File: src/rtl/pvp_pkg.sv
// ----------------------------------------------------------------------------
// pvp_pkg
// Shared types and constants of the PCM voice player.
// ----------------------------------------------------------------------------
package pvp_pkg;

  localparam int unsigned Voices = 8;
  localparam int unsigned VoiceW = 3;

  localparam logic [1:0] OP_PLAY    = 2'd0;
  localparam logic [1:0] OP_LOOP    = 2'd1;
  localparam logic [1:0] OP_STOP    = 2'd2;
  localparam logic [1:0] OP_SERVICE = 2'd3;

  localparam logic [1:0] NIBBLE_RATE = 2'd2;

  typedef struct packed {
    logic [1:0]  opcode;
    logic [7:0]  voice_mask;
    logic [2:0]  voice_sel;
    logic [31:0] start_addr;
    logic [23:0] length;
    logic [7:0]  rate_code;
    logic [15:0] volume;
    logic [15:0] pan;
    logic [15:0] mode_word;
    logic [7:0]  fifo_status_mask;
    logic [7:0]  sample_byte;
    logic [31:0] now_time;
  } cmd_t;

  typedef struct packed {
    logic [2:0]         voice_used;
    logic               sample_valid;
    logic signed [15:0] sample;
    logic [31:0]        fetch_addr;
    logic [7:0]         rate_out;
    logic [7:0]         hw_flags;
    logic [15:0]        vol_out;
    logic [15:0]        pan_out;
    logic [7:0]         updated_mask;
    logic [7:0]         active_mask;
  } res_t;

  // one voice record held in the voice memory
  typedef struct packed {
    logic [31:0] age;
    logic [31:0] read_addr;
    logic [23:0] remaining;
    logic        phase;
    logic        nib_mode;
    logic        loop_en;
    logic [31:0] loop_addr;
    logic [23:0] loop_len;
  } voice_t;

endpackage

File: src/rtl/pvp_if.sv
// ----------------------------------------------------------------------------
// pvp_cmd_if / pvp_res_if
// Valid/ready channels for command items and result items.
// ----------------------------------------------------------------------------
interface pvp_cmd_if;
  logic           valid;
  logic           ready;
  pvp_pkg::cmd_t  data;
  modport source (output valid, output data, input ready);
  modport sink (input valid, input data, output ready);
endinterface

interface pvp_res_if;
  logic           valid;
  logic           ready;
  pvp_pkg::res_t  data;
  modport source (output valid, output data, input ready);
  modport sink (input valid, input data, output ready);
endinterface

File: src/rtl/pvp_voice_ram.sv
// ----------------------------------------------------------------------------
// pvp_voice_ram
// Voice record memory, one write and one registered read port.
// ----------------------------------------------------------------------------
module pvp_voice_ram (
  input  logic                 clk_i,
  input  logic                 we_i,
  input  logic [2:0]           waddr_i,
  input  pvp_pkg::voice_t      wdata_i,
  input  logic [2:0]           raddr_i,
  output pvp_pkg::voice_t      rdata_o
);
  import pvp_pkg::*;

  voice_t mem [Voices];

  always_ff @(posedge clk_i) begin
    if (we_i) begin
      mem[waddr_i] <= wdata_i;
    end
    rdata_o <= mem[raddr_i];
  end

endmodule

File: src/rtl/pcm_voice_player.sv
// ----------------------------------------------------------------------------
// pcm_voice_player
// Eight-voice PCM sample player with oldest-voice stealing.
// ----------------------------------------------------------------------------
// Steps: service reads its voice, the others scan; both then execute and output.
// Throughput: one item at a time; loop, stop and play walk all eight records
// through the single read port of the voice memory, one voice per cycle.
// Reset: control, the valid and per-voice bits (active, loop, written) clear at
// once; voice records carry a flag per voice that marks them as reset-valued.
module pcm_voice_player (
  input  logic         clk_i,
  input  logic         rst_ni,
  pvp_cmd_if.sink      cmd_i,
  pvp_res_if.source    res_o
);
  import pvp_pkg::*;

  localparam logic [2:0] ST_IDLE = 3'd0;
  localparam logic [2:0] ST_SCAN = 3'd1;
  localparam logic [2:0] ST_RD   = 3'd2;
  localparam logic [2:0] ST_EXEC = 3'd3;
  localparam logic [2:0] ST_OUT  = 3'd4;

  logic [2:0]  state_q, state_d;
  cmd_t        cmd_q;
  logic [3:0]  cnt_q, cnt_d;
  logic [2:0]  pick_q, pick_d;
  logic        found_q, found_d, busy_q, busy_d;
  logic [31:0] best_q, best_d;
  logic [7:0]  written_q, written_d;
  logic [7:0]  active_q, active_d;
  logic [7:0]  loop_q, loop_d;
  res_t        res_q, res_d;
  logic        rvalid_q, rvalid_d;

  logic        we;
  logic [2:0]  waddr, raddr;
  voice_t      wdata, rdata, rec;
  logic [2:0]  scan_idx;

  pvp_voice_ram u_ram (
    .clk_i   (clk_i),
    .we_i    (we),
    .waddr_i (waddr),
    .wdata_i (wdata),
    .raddr_i (raddr),
    .rdata_o (rdata)
  );

  assign cmd_i.ready = (state_q == ST_IDLE) && !rvalid_q;
  assign res_o.valid = rvalid_q;
  assign res_o.data  = res_q;

  // scan reads voice cnt, registered data in the next cycle is for cnt-1
  assign scan_idx = cnt_q[2:0] - 3'd1;
  assign raddr = (state_q == ST_IDLE) ? cmd_i.data.voice_sel :
                 (state_q == ST_SCAN) ? cnt_q[2:0] : pick_q;

  always_comb begin
    rec = rdata;
    if (!written_q[(state_q == ST_SCAN) ? scan_idx : pick_q]) begin
      rec = '0;
    end
    rec.loop_en = loop_q[(state_q == ST_SCAN) ? scan_idx : pick_q];
  end

  always_comb begin
    logic [23:0] rem;
    logic [7:0]  m;
    logic [3:0]  nib;
    logic [31:0] vs;
    state_d   = state_q;
    cnt_d     = cnt_q;
    pick_d    = pick_q;
    found_d   = found_q;
    busy_d    = busy_q;
    best_d    = best_q;
    written_d = written_q;
    active_d  = active_q;
    loop_d    = loop_q;
    res_d     = res_q;
    rvalid_d  = rvalid_q;
    we        = 1'b0;
    waddr     = pick_q;
    wdata     = rec;
    rem       = '0;
    nib       = '0;
    vs        = '0;
    m         = cmd_q.voice_mask;
    if (rvalid_q && res_o.ready) begin
      rvalid_d = 1'b0;
    end
    case (state_q)
      ST_IDLE: begin
        if (cmd_i.valid && cmd_i.ready) begin
          cnt_d   = '0;
          pick_d  = cmd_i.data.voice_sel;
          found_d = 1'b0;
          busy_d  = 1'b0;
          best_d  = '0;
          state_d = (cmd_i.data.opcode == OP_SERVICE) ? ST_RD : ST_SCAN;
        end
      end
      ST_SCAN: begin
        // age compare only matters for play; loop and stop use the bits
        if (cnt_q != 4'd0 && m[scan_idx] && !found_q) begin
          if (!active_q[scan_idx] && cmd_q.fifo_status_mask[scan_idx]) begin
            pick_d  = scan_idx;
            found_d = 1'b1;
          end else if (!busy_q || rec.age < best_q) begin
            best_d = rec.age;
            pick_d = scan_idx;
            busy_d = 1'b1;
          end
        end
        if (cnt_q == 4'd0) begin
          pick_d = '0;
        end
        cnt_d = cnt_q + 4'd1;
        if (cnt_q == 4'(Voices)) begin
          state_d = ST_EXEC;
        end
      end
      ST_RD: begin
        state_d = ST_EXEC;
      end
      ST_EXEC: begin
        res_d = '0;
        case (cmd_q.opcode)
          OP_PLAY: begin
            we = 1'b1;
            wdata.age       = cmd_q.now_time;
            wdata.read_addr = cmd_q.start_addr;
            wdata.remaining = cmd_q.length;
            wdata.nib_mode  = (cmd_q.rate_code[1:0] == NIBBLE_RATE);
            wdata.phase     = 1'b0;
            wdata.loop_en   = 1'b0;
            wdata.loop_addr = cmd_q.start_addr;
            wdata.loop_len  = cmd_q.length;
            written_d[pick_q] = 1'b1;
            loop_d[pick_q]    = 1'b0;
            active_d[pick_q]  = (cmd_q.length != '0);
            vs = 32'(cmd_q.volume) * 32'd96;
            res_d.voice_used   = pick_q;
            res_d.rate_out     = cmd_q.rate_code;
            res_d.hw_flags     = cmd_q.mode_word[15:8];
            res_d.vol_out      = vs[22:7];
            res_d.pan_out      = cmd_q.pan;
            res_d.updated_mask = 8'(1) << pick_q;
            if (cmd_q.length != '0) begin
              res_d.fetch_addr = cmd_q.start_addr ^ 32'd1;
            end
          end
          OP_LOOP: begin
            loop_d = loop_q | m;
            res_d.vol_out      = cmd_q.volume;
            res_d.pan_out      = cmd_q.pan;
            res_d.updated_mask = m;
          end
          OP_STOP: begin
            loop_d = loop_q & ~m;
            if (cmd_q.mode_word == '0) begin
              active_d = active_q & ~m;
            end
          end
          default: begin
            res_d.voice_used = pick_q;
            rem = rec.remaining;
            if (!active_q[pick_q]) begin
              rem = '0;
            end
            if (rem != '0 && !cmd_q.fifo_status_mask[pick_q]) begin
              we = 1'b1;
              if (rec.nib_mode) begin
                nib = rec.phase ? cmd_q.sample_byte[3:0] : cmd_q.sample_byte[7:4];
                wdata.phase = !rec.phase;
                if (rec.phase) begin
                  wdata.read_addr = rec.read_addr + 32'd1;
                end
                res_d.sample = {~nib[3], nib[2:0], 12'd0};
              end else begin
                wdata.read_addr = rec.read_addr + 32'd1;
                res_d.sample = {~cmd_q.sample_byte[7], cmd_q.sample_byte[6:0], 8'd0};
              end
              res_d.sample_valid = 1'b1;
              rem = rem - 24'd1;
              if (rem == '0 && rec.loop_en) begin
                wdata.read_addr = rec.loop_addr;
                rem = rec.loop_len;
                wdata.phase = 1'b0;
              end
              wdata.remaining = rem;
              active_d[pick_q] = (rem != '0);
            end
            if (rem != '0) begin
              res_d.fetch_addr = wdata.read_addr ^ 32'd1;
            end
          end
        endcase
        state_d = ST_OUT;
      end
      ST_OUT: begin
        res_d.active_mask = active_q;
        rvalid_d = 1'b1;
        state_d  = ST_IDLE;
      end
      default: state_d = ST_IDLE;
    endcase
  end

  always_ff @(posedge clk_i or negedge rst_ni) begin
    if (!rst_ni) begin
      state_q   <= ST_IDLE;
      cnt_q     <= '0;
      pick_q    <= '0;
      found_q   <= 1'b0;
      busy_q    <= 1'b0;
      best_q    <= '0;
      written_q <= '0;
      active_q  <= '0;
      loop_q    <= '0;
      rvalid_q  <= 1'b0;
    end else begin
      state_q   <= state_d;
      cnt_q     <= cnt_d;
      pick_q    <= pick_d;
      found_q   <= found_d;
      busy_q    <= busy_d;
      best_q    <= best_d;
      written_q <= written_d;
      active_q  <= active_d;
      loop_q    <= loop_d;
      rvalid_q  <= rvalid_d;
    end
  end

  always_ff @(posedge clk_i) begin
    res_q <= res_d;
    if (cmd_i.valid && cmd_i.ready) begin
      cmd_q <= cmd_i.data;
    end
  end

endmodule

File: src/flat_wrapper.sv
// flat-port wrapper written by rule: the top's interface ports become plain ports
module pcm_voice_player_flat import pvp_pkg::*;
  (clk_i, rst_ni, cmd_i_valid, cmd_i_data, cmd_i_ready, res_o_valid, res_o_data, res_o_ready);
  pvp_cmd_if cmd_i_i ();
  pvp_res_if res_o_i ();
  input  logic clk_i;
  input  logic rst_ni;
  input wire logic [$bits(cmd_i_i.valid)-1:0] cmd_i_valid;
  input wire logic [$bits(cmd_i_i.data)-1:0] cmd_i_data;
  output wire logic [$bits(cmd_i_i.ready)-1:0] cmd_i_ready;
  output wire logic [$bits(res_o_i.valid)-1:0] res_o_valid;
  output wire logic [$bits(res_o_i.data)-1:0] res_o_data;
  input wire logic [$bits(res_o_i.ready)-1:0] res_o_ready;
  assign cmd_i_i.valid = cmd_i_valid;
  assign cmd_i_i.data = cmd_i_data;
  assign cmd_i_ready = cmd_i_i.ready;
  assign res_o_valid = res_o_i.valid;
  assign res_o_data = res_o_i.data;
  assign res_o_i.ready = res_o_ready;
  pcm_voice_player u_core (.clk_i(clk_i), .rst_ni(rst_ni), .cmd_i(cmd_i_i), .res_o(res_o_i));
endmodule
File: config.mk
export PLATFORM = sky130hd
export DESIGN_NAME = pcm_voice_player_flat
export DESIGN_NICKNAME = d
export VERILOG_FILES = /design/src/rtl/pvp_pkg.sv /design/src/rtl/pvp_if.sv /design/src/rtl/pvp_voice_ram.sv /design/src/rtl/pcm_voice_player.sv /design/src/flat_wrapper.sv
export SDC_FILE = /design/constraint.sdc
export NUM_CORES = 2
export LEC_CHECK = 0
export BUFFER_PORTS_ARGS = -buffer_cell sky130_fd_sc_hd__buf_4
export CAP_MARGIN = 25
export CELL_PAD_IN_SITES_DETAIL_PLACEMENT = 0
export CELL_PAD_IN_SITES_GLOBAL_PLACEMENT = 1
export CORE_UTILIZATION = 53
export DETAILED_ROUTE_END_ITERATION = 10
export PLACE_DENSITY_LB_ADDON = 0.3
export SKIP_LAST_GASP = 1
export SLEW_MARGIN = 20
export SYNTH_ARGS = -nofsm -noshare
export SYNTH_HDL_FRONTEND = slang
export SYNTH_SLANG_ARGS = --single-unit
File: constraint.sdc
create_clock -name clk_i -period 15.05 [get_ports clk_i]
set_input_delay 0.7525 -clock clk_i [delete_from_list [all_inputs] [get_ports clk_i]]
set_output_delay 0.7525 -clock clk_i [all_outputs]
set_load 0.1 [all_outputs]
# Word-level counts from Yosys, hierarchy flattened
# Memories as Yosys holds them, arrays and structs flattened. A register that Yosys moved wholly into a read port is not among the register bits.
# Index checks and enable logic that the tools add are counted.
# classes
addsub,4
n_mul,1
n_lt_le_gt_ge,5
eq_ne,18
shifts,1
muxes,88
bitwise_logic,13
reduce_logical,43
# ops
operator,count
32-bit 2-to-1 mux,10
147-bit 2-to-1 mux,2
24-bit 2-to-1 mux,10
57-bit 2-to-1 mux,3
32-bit case mux with 2 select lines,2
57-bit case mux with 2 select lines,1
24-bit nonzero test,4
40-bit case mux with 2 select lines,1
58-bit 2-to-1 mux,1
8-bit case mux with 3 select lines,2
"32-bit by 1-bit adder with 32-bit output, second input constant",1
32-bit < comparator,1
3-bit 2-to-1 mux,10
8-bit AND,3
24-bit logical NOT,1
"24-bit by 1-bit subtractor with 24-bit output, second input constant",1
1-bit 2-to-1 mux,22
1-bit binary-select mux with 3-bit select,7
"16-bit by 2-bit multiplier with 18-bit output, second input constant",1
17-bit 2-to-1 mux,1
8-bit bitwise mux,2
16-bit logical NOT,1
16-bit 2-to-1 mux,1
8-bit 2-to-1 mux,2
42 further kinds,83
# word_totals
reg_bits,355
mem_bits_rw,1176
input_bits,177
output_inout_bits,118
elab_cells,206
n_memories,1
# memory_table
name,depth,word_bits,rd,rd_clocked_by_memory_dff,write_ports,line_no,text
u_core.u_ram.mem,8,147,1,1,1,pvp_voice_ram.sv:15,voice_t mem [Voices];

# Longest topological paths before layout
# depth
depth_word,21
ltp_mapped,27
mapped_depth_nobuf,19

# By module
# Synthesis repeated with hierarchy kept, for this count alone.
# hier_totals
cells_unflattened,3862
area_unflattened_um2,67873.8
# modules_own_cells
module,n_inst,cells_each,area_each_um2,seq_area_each_um2
pvp_voice_ram,1,1859,47644.4,38256.7
pcm_voice_player,1,2003,20229.4,10074.7

# Worst setup path before layout
# No wires, ideal clock.
# synth_timing
path_type,register to register
startpoint,register u_core.cnt_q[0]
endpoint,memory u_core.u_ram.mem[0][0] (netlist name) (enable)
arrival_ns,10.256
slack_ns,4.140
stages_incl_launch_ff,24
n_path_buf,7
synth_period_minus_slack_ns,10.910
cell_sequence,dfrtp_1 > clkbuf_1 > clkbuf_1 > inv_1 > ha_1 > xor2_1 > mux2i_1 > a2111o_1 > o2111a_1 > buf_2 > buf_1 > nand2_1 > ha_1 > buf_2 > or4b_1 > buf_2 > or3_1 > nor2_1 > nand2_1 > a31oi_2 > buf_2 > nor2_1 > o21ai_1 > nor2_1
# synth_via
elab_chain_cells,15
# synth_rtl
element,line_no,text
start: declaration,pcm_voice_player.sv:26,"logic [3:0] cnt_q, cnt_d;"
start signal: assignment,pcm_voice_player.sv:225,cnt_q <= cnt_d;
3-bit by 1-bit subtractor with 3-bit output,pcm_voice_player.sv:55,assign scan_idx = cnt_q[2:0] - 3'd1;
3-bit 2-to-1 mux,pcm_voice_player.sv:61,if (!written_q[(state_q == ST_SCAN) ? scan_idx : pick_q]) begin
1-bit binary-select mux with 3-bit select,pcm_voice_player.sv:61,
1-bit 2-to-1 mux,pcm_voice_player.sv:61,
147-bit 2-to-1 mux,pcm_voice_player.sv:61,
24-bit 2-to-1 mux,pcm_voice_player.sv:169,if (!active_q[pick_q]) begin
24-bit 2-to-1 mux,pcm_voice_player.sv:129,case (cmd_q.opcode)
24-bit 2-to-1 mux,pcm_voice_player.sv:93,case (state_q)
24-bit nonzero test,pcm_voice_player.sv:172,if (rem != '0 && !cmd_q.fifo_status_mask[pick_q]) begin
1-bit logical AND,pcm_voice_player.sv:172,
1-bit 2-to-1 mux,pcm_voice_player.sv:172,
1-bit case mux with 2 select lines,pcm_voice_player.sv:129,
1-bit 2-to-1 mux,pcm_voice_player.sv:93,
1-bit 2-to-1 mux,pvp_voice_ram.sv:18,if (we_i) begin
1-bit 2-to-1 mux (not written as such),pvp_voice_ram.sv:19,mem[waddr_i] <= wdata_i;
end: declaration,pvp_voice_ram.sv:15,
# Every way passes these cells. The select of a mux whose other input is x is not followed.

# Worst setup path in the final report
# layout_timing
startpoint,register u_core.cnt_q[0]
endpoint,memory u_core.u_ram.mem[1][44] (netlist name) (enable)
# The elaborated chain is that of the path after synthesis.

==> metrics.yaml <==
status: "finished, final reports clean"
grt-ovfl-total: 0
clkPwrFrac_pct: 22.6
final-setup-viol-count: 0
synth_cell_types: 89
end_kind: "flip-flop"
num_io_pins: 295
synth-xor-area-share_pct: 0.3277
power_switching_mw: 6.394
fin_area_um2: 76280
via_per_inst: 6.264
root_buffer: "clkbuf_16"
clkTransAtPathRegs_ps: 60
firstDrtPassIters: 6
p_leak_nw: 26.09
syn-instance-count: 3942
grt_max_degree: 126
drc: 0
netlist_top_cells_area: "edfxtp_1 65%, mux4_2 10%, dfxtp_1 4.4%, dfrtp_1 2.6%, mux2_2 2.6%"
crit_arrival_ps: 8780
report.final.slew_viol_count: 0
routabilityCongestion: 0.9100
holdCritPathClass: "input port to flip-flop"
synth_top_family_by_area: "multiplexers"
stdcell_count: 6016
cts_tree: "done"
ir_worst_vdd_mv: 0.2564
synth_simple_gate_area_share_pct: 5.389
p_sw_share_pct: 35.98
port_buffers: 286
finalPower_mw: 17.77
synth-adder-area-share_pct: 1.060
final_layout_size_suffix_gt1_share_pct: 25.30
antenna_cells: 0
worst_pin_slew_ps: 1099
syn_area_um2: 66820
clock_sinks: 1661
power_frac_comb_pct: 38.4
relSlewSlack_pct: 26.22
dp_hpwl_um: 97230
drtIter0Drc: 4249
synth_compound_area_share_pct: 5.719
synth_area_per_cell_um2: 16.95
die_w_um: 357.1
drtAntennaViolNets: 0
dp_cells: 5701
nNetsFinal: 4470
hold_violations: 0
fin_crit_ps: 8337
final_core_util_pct: 61.30
grt_pass1_vias: 37690
clk_latency_ps: 800
area_delta_synth_final_pct: 14.17
startpoint_type: "flip-flop"
critPathKind: "flip-flop to flip-flop"
yosysTopAreaCell: "edfxtp_1"
wl_per_cell_um: 27.60
initial_core_util_pct: 53.69
whs_ps: 129.3
muxShareOfSynthArea_pct: 13.52
async_flop_share_pct: 4.154
min_period_over_period_pct: 55.40
antenna_found_initial: 0
fmax_mhz: 119.9
synth_most_common_cell: "edfxtp_1"
power.internal_mw: 11.38
crit_fanout: 52
cp.required_ps: 15500
grt_pass1_wl_um: 245800
cts_max_level: 4
num_rows: 129
grt_usage_pct: 26.19
powerDensity_nw_per_um2: 233.0
rsz0062_at_grt: "false"
die-height_um: 357.1
fill_cells: 8911
synth_top_area_share_pct: 64.99
cts_buffer_depth: 3
die_area_um2: 127500
drt-total-wl_um: 166000
skew_ps: 33.63
tns_ps: 0
vias: 37690
dpl_worst_slack_ps: 6842
coreArea_um2: 124400
placed_area_um2: 70930
synth-edff-count: 1446
synth_top_flop_cell: "edfxtp_1"
ys_ff_latch: 1661
yosys_warnings: 0
cts_made_buffers: 164
synth_common_cells: "1446 x edfxtp_1, 328 x nand2_1, 301 x mux4_2"
ys_seq_area_share_pct: 71.94
maxCapViolations: 0
setup_slack_ps: 6713
seq_power_share_pct: 39.0
flip-flops by register name, indices dropped and copies added (netlist names), named ones only:
name                  count
u_core.state_q            3
u_core.busy_q             1
u_core.loop_q             8
u_core.u_ram.rdata_o    146
u_core.written_q          8
u_core.found_q            1
u_core.u_ram.mem       1168
u_core.best_q            32
u_core.cmd_q            170
u_core.res_o.data       108
u_core.res_o.valid        1
u_core.cnt_q              4
u_core.pick_q             3
worst paths after layout:
kind                                      endpoint  depth (start not counted)           startpoint  slack, ps
hold / removal                   u_core.cmd_q[137]                          1      cmd_i_data[137]        130
hold reg to reg                u_core.written_q[4]                          2  u_core.written_q[4]        470
max in group asynchronous      u_core.written_q[0]                          3               rst_ni      13620
setup reg to reg           u_core.u_ram.mem[1][44]                         18      u_core.cnt_q[0]       6710
setup / recovery           u_core.u_ram.mem[1][44]                         18      u_core.cnt_q[0]       6710
min in group asynchronous        u_core.best_q[16]                          2               rst_ni        360
layer usage:
metal,GRT usage (%),wire length [um],up-vias
li1,-,-,16150
met1,37.00,68480,19430
met2,41.60,79320,1817
met3,5.133,14050,285
met4,7.838,4198,0
met5,0,0,-
cell families (layout without fill, tap and decap cells):
| logic type | Yosys count | in the layout |
|---|---|---|
| adder cells (fa/ha/maj) | 56 | 56 |
| buffers and inverters | 341 | 771 |
| AND/OR/NAND/NOR | 750 | 750 |
| AO/OA/AOI/OAI | 601 | 601 |
| flip-flops | 1661 | 1661 |
| other | 1 | 8 |
| XOR/XNOR | 25 | 25 |
| multiplexers | 507 | 507 |
power groups by stage:
stage	Combinational, mW	Clock (mW)	Sequential (mW)
2_1_floorplan	4.76	0	6.96
3_3_place_gp	6.68	0	7.00
3_5_place_dp	6.80	0	6.99
4_1_cts	6.84	4.08	6.91
5_1_grt	7.36	4.26	6.96
6_report	6.83	4.01	6.93
area by class of cell:
cell class	instances	area (um2)	area share, %
Clock inverter	85	828.3	1.086
Tap cell	1637	2048	2.685
Timing Repair Buffer	359	2875	3.769
Inverter	104	402.9	0.5281
Clock buffer	223	4476	5.867
Sequential cell	1661	48070	63.02
Multi-Input combinational cell	1947	17580	23.05
critical path, stage by stage, from the launching register on:
cell,delay [ps]
dfrtp_1,610
nor4b_1,780
a21o_1,310
mux4_2,610
o2111a_1,260
buf_4,220
nand2_1,140
ha_1,670
or4b_1,650
or3_1,440
nor2_1,150
nand2_1,130
a31oi_4,220
nor2_1,130
o21ai_2,800
nor2_4,270
buf_4,500
buf_4,530
buf_4,470
placed cells by master, fill, tap and decap left out, types with 26 or more instances in the layout:
cell,n
o21ai_0,213
ha_1,54
clkbuf_1,44
a21oi_1,117
clkinv_2,27
nand2_1,327
nand3_1,62
nor4_1,29
nor2b_1,33
buf_4,339
nand4_1,26
clkbuf_16,164
a22oi_1,35
mux4_2,301
nor3_1,41
edfxtp_1,1446
nor2_1,95
inv_1,102
a22o_1,42
dfxtp_1,146
dfrtp_1,69
mux2_2,152
and2_1,40
mux2i_1,53
repair_timing:
item / in CTS / in global routing
resized for setup: 0 / 0
setup buffers: 0 / 0
hold buffers: 1 / 0
hold endpoints to repair: 12 / 0
(Power assumes the default switching activity.)
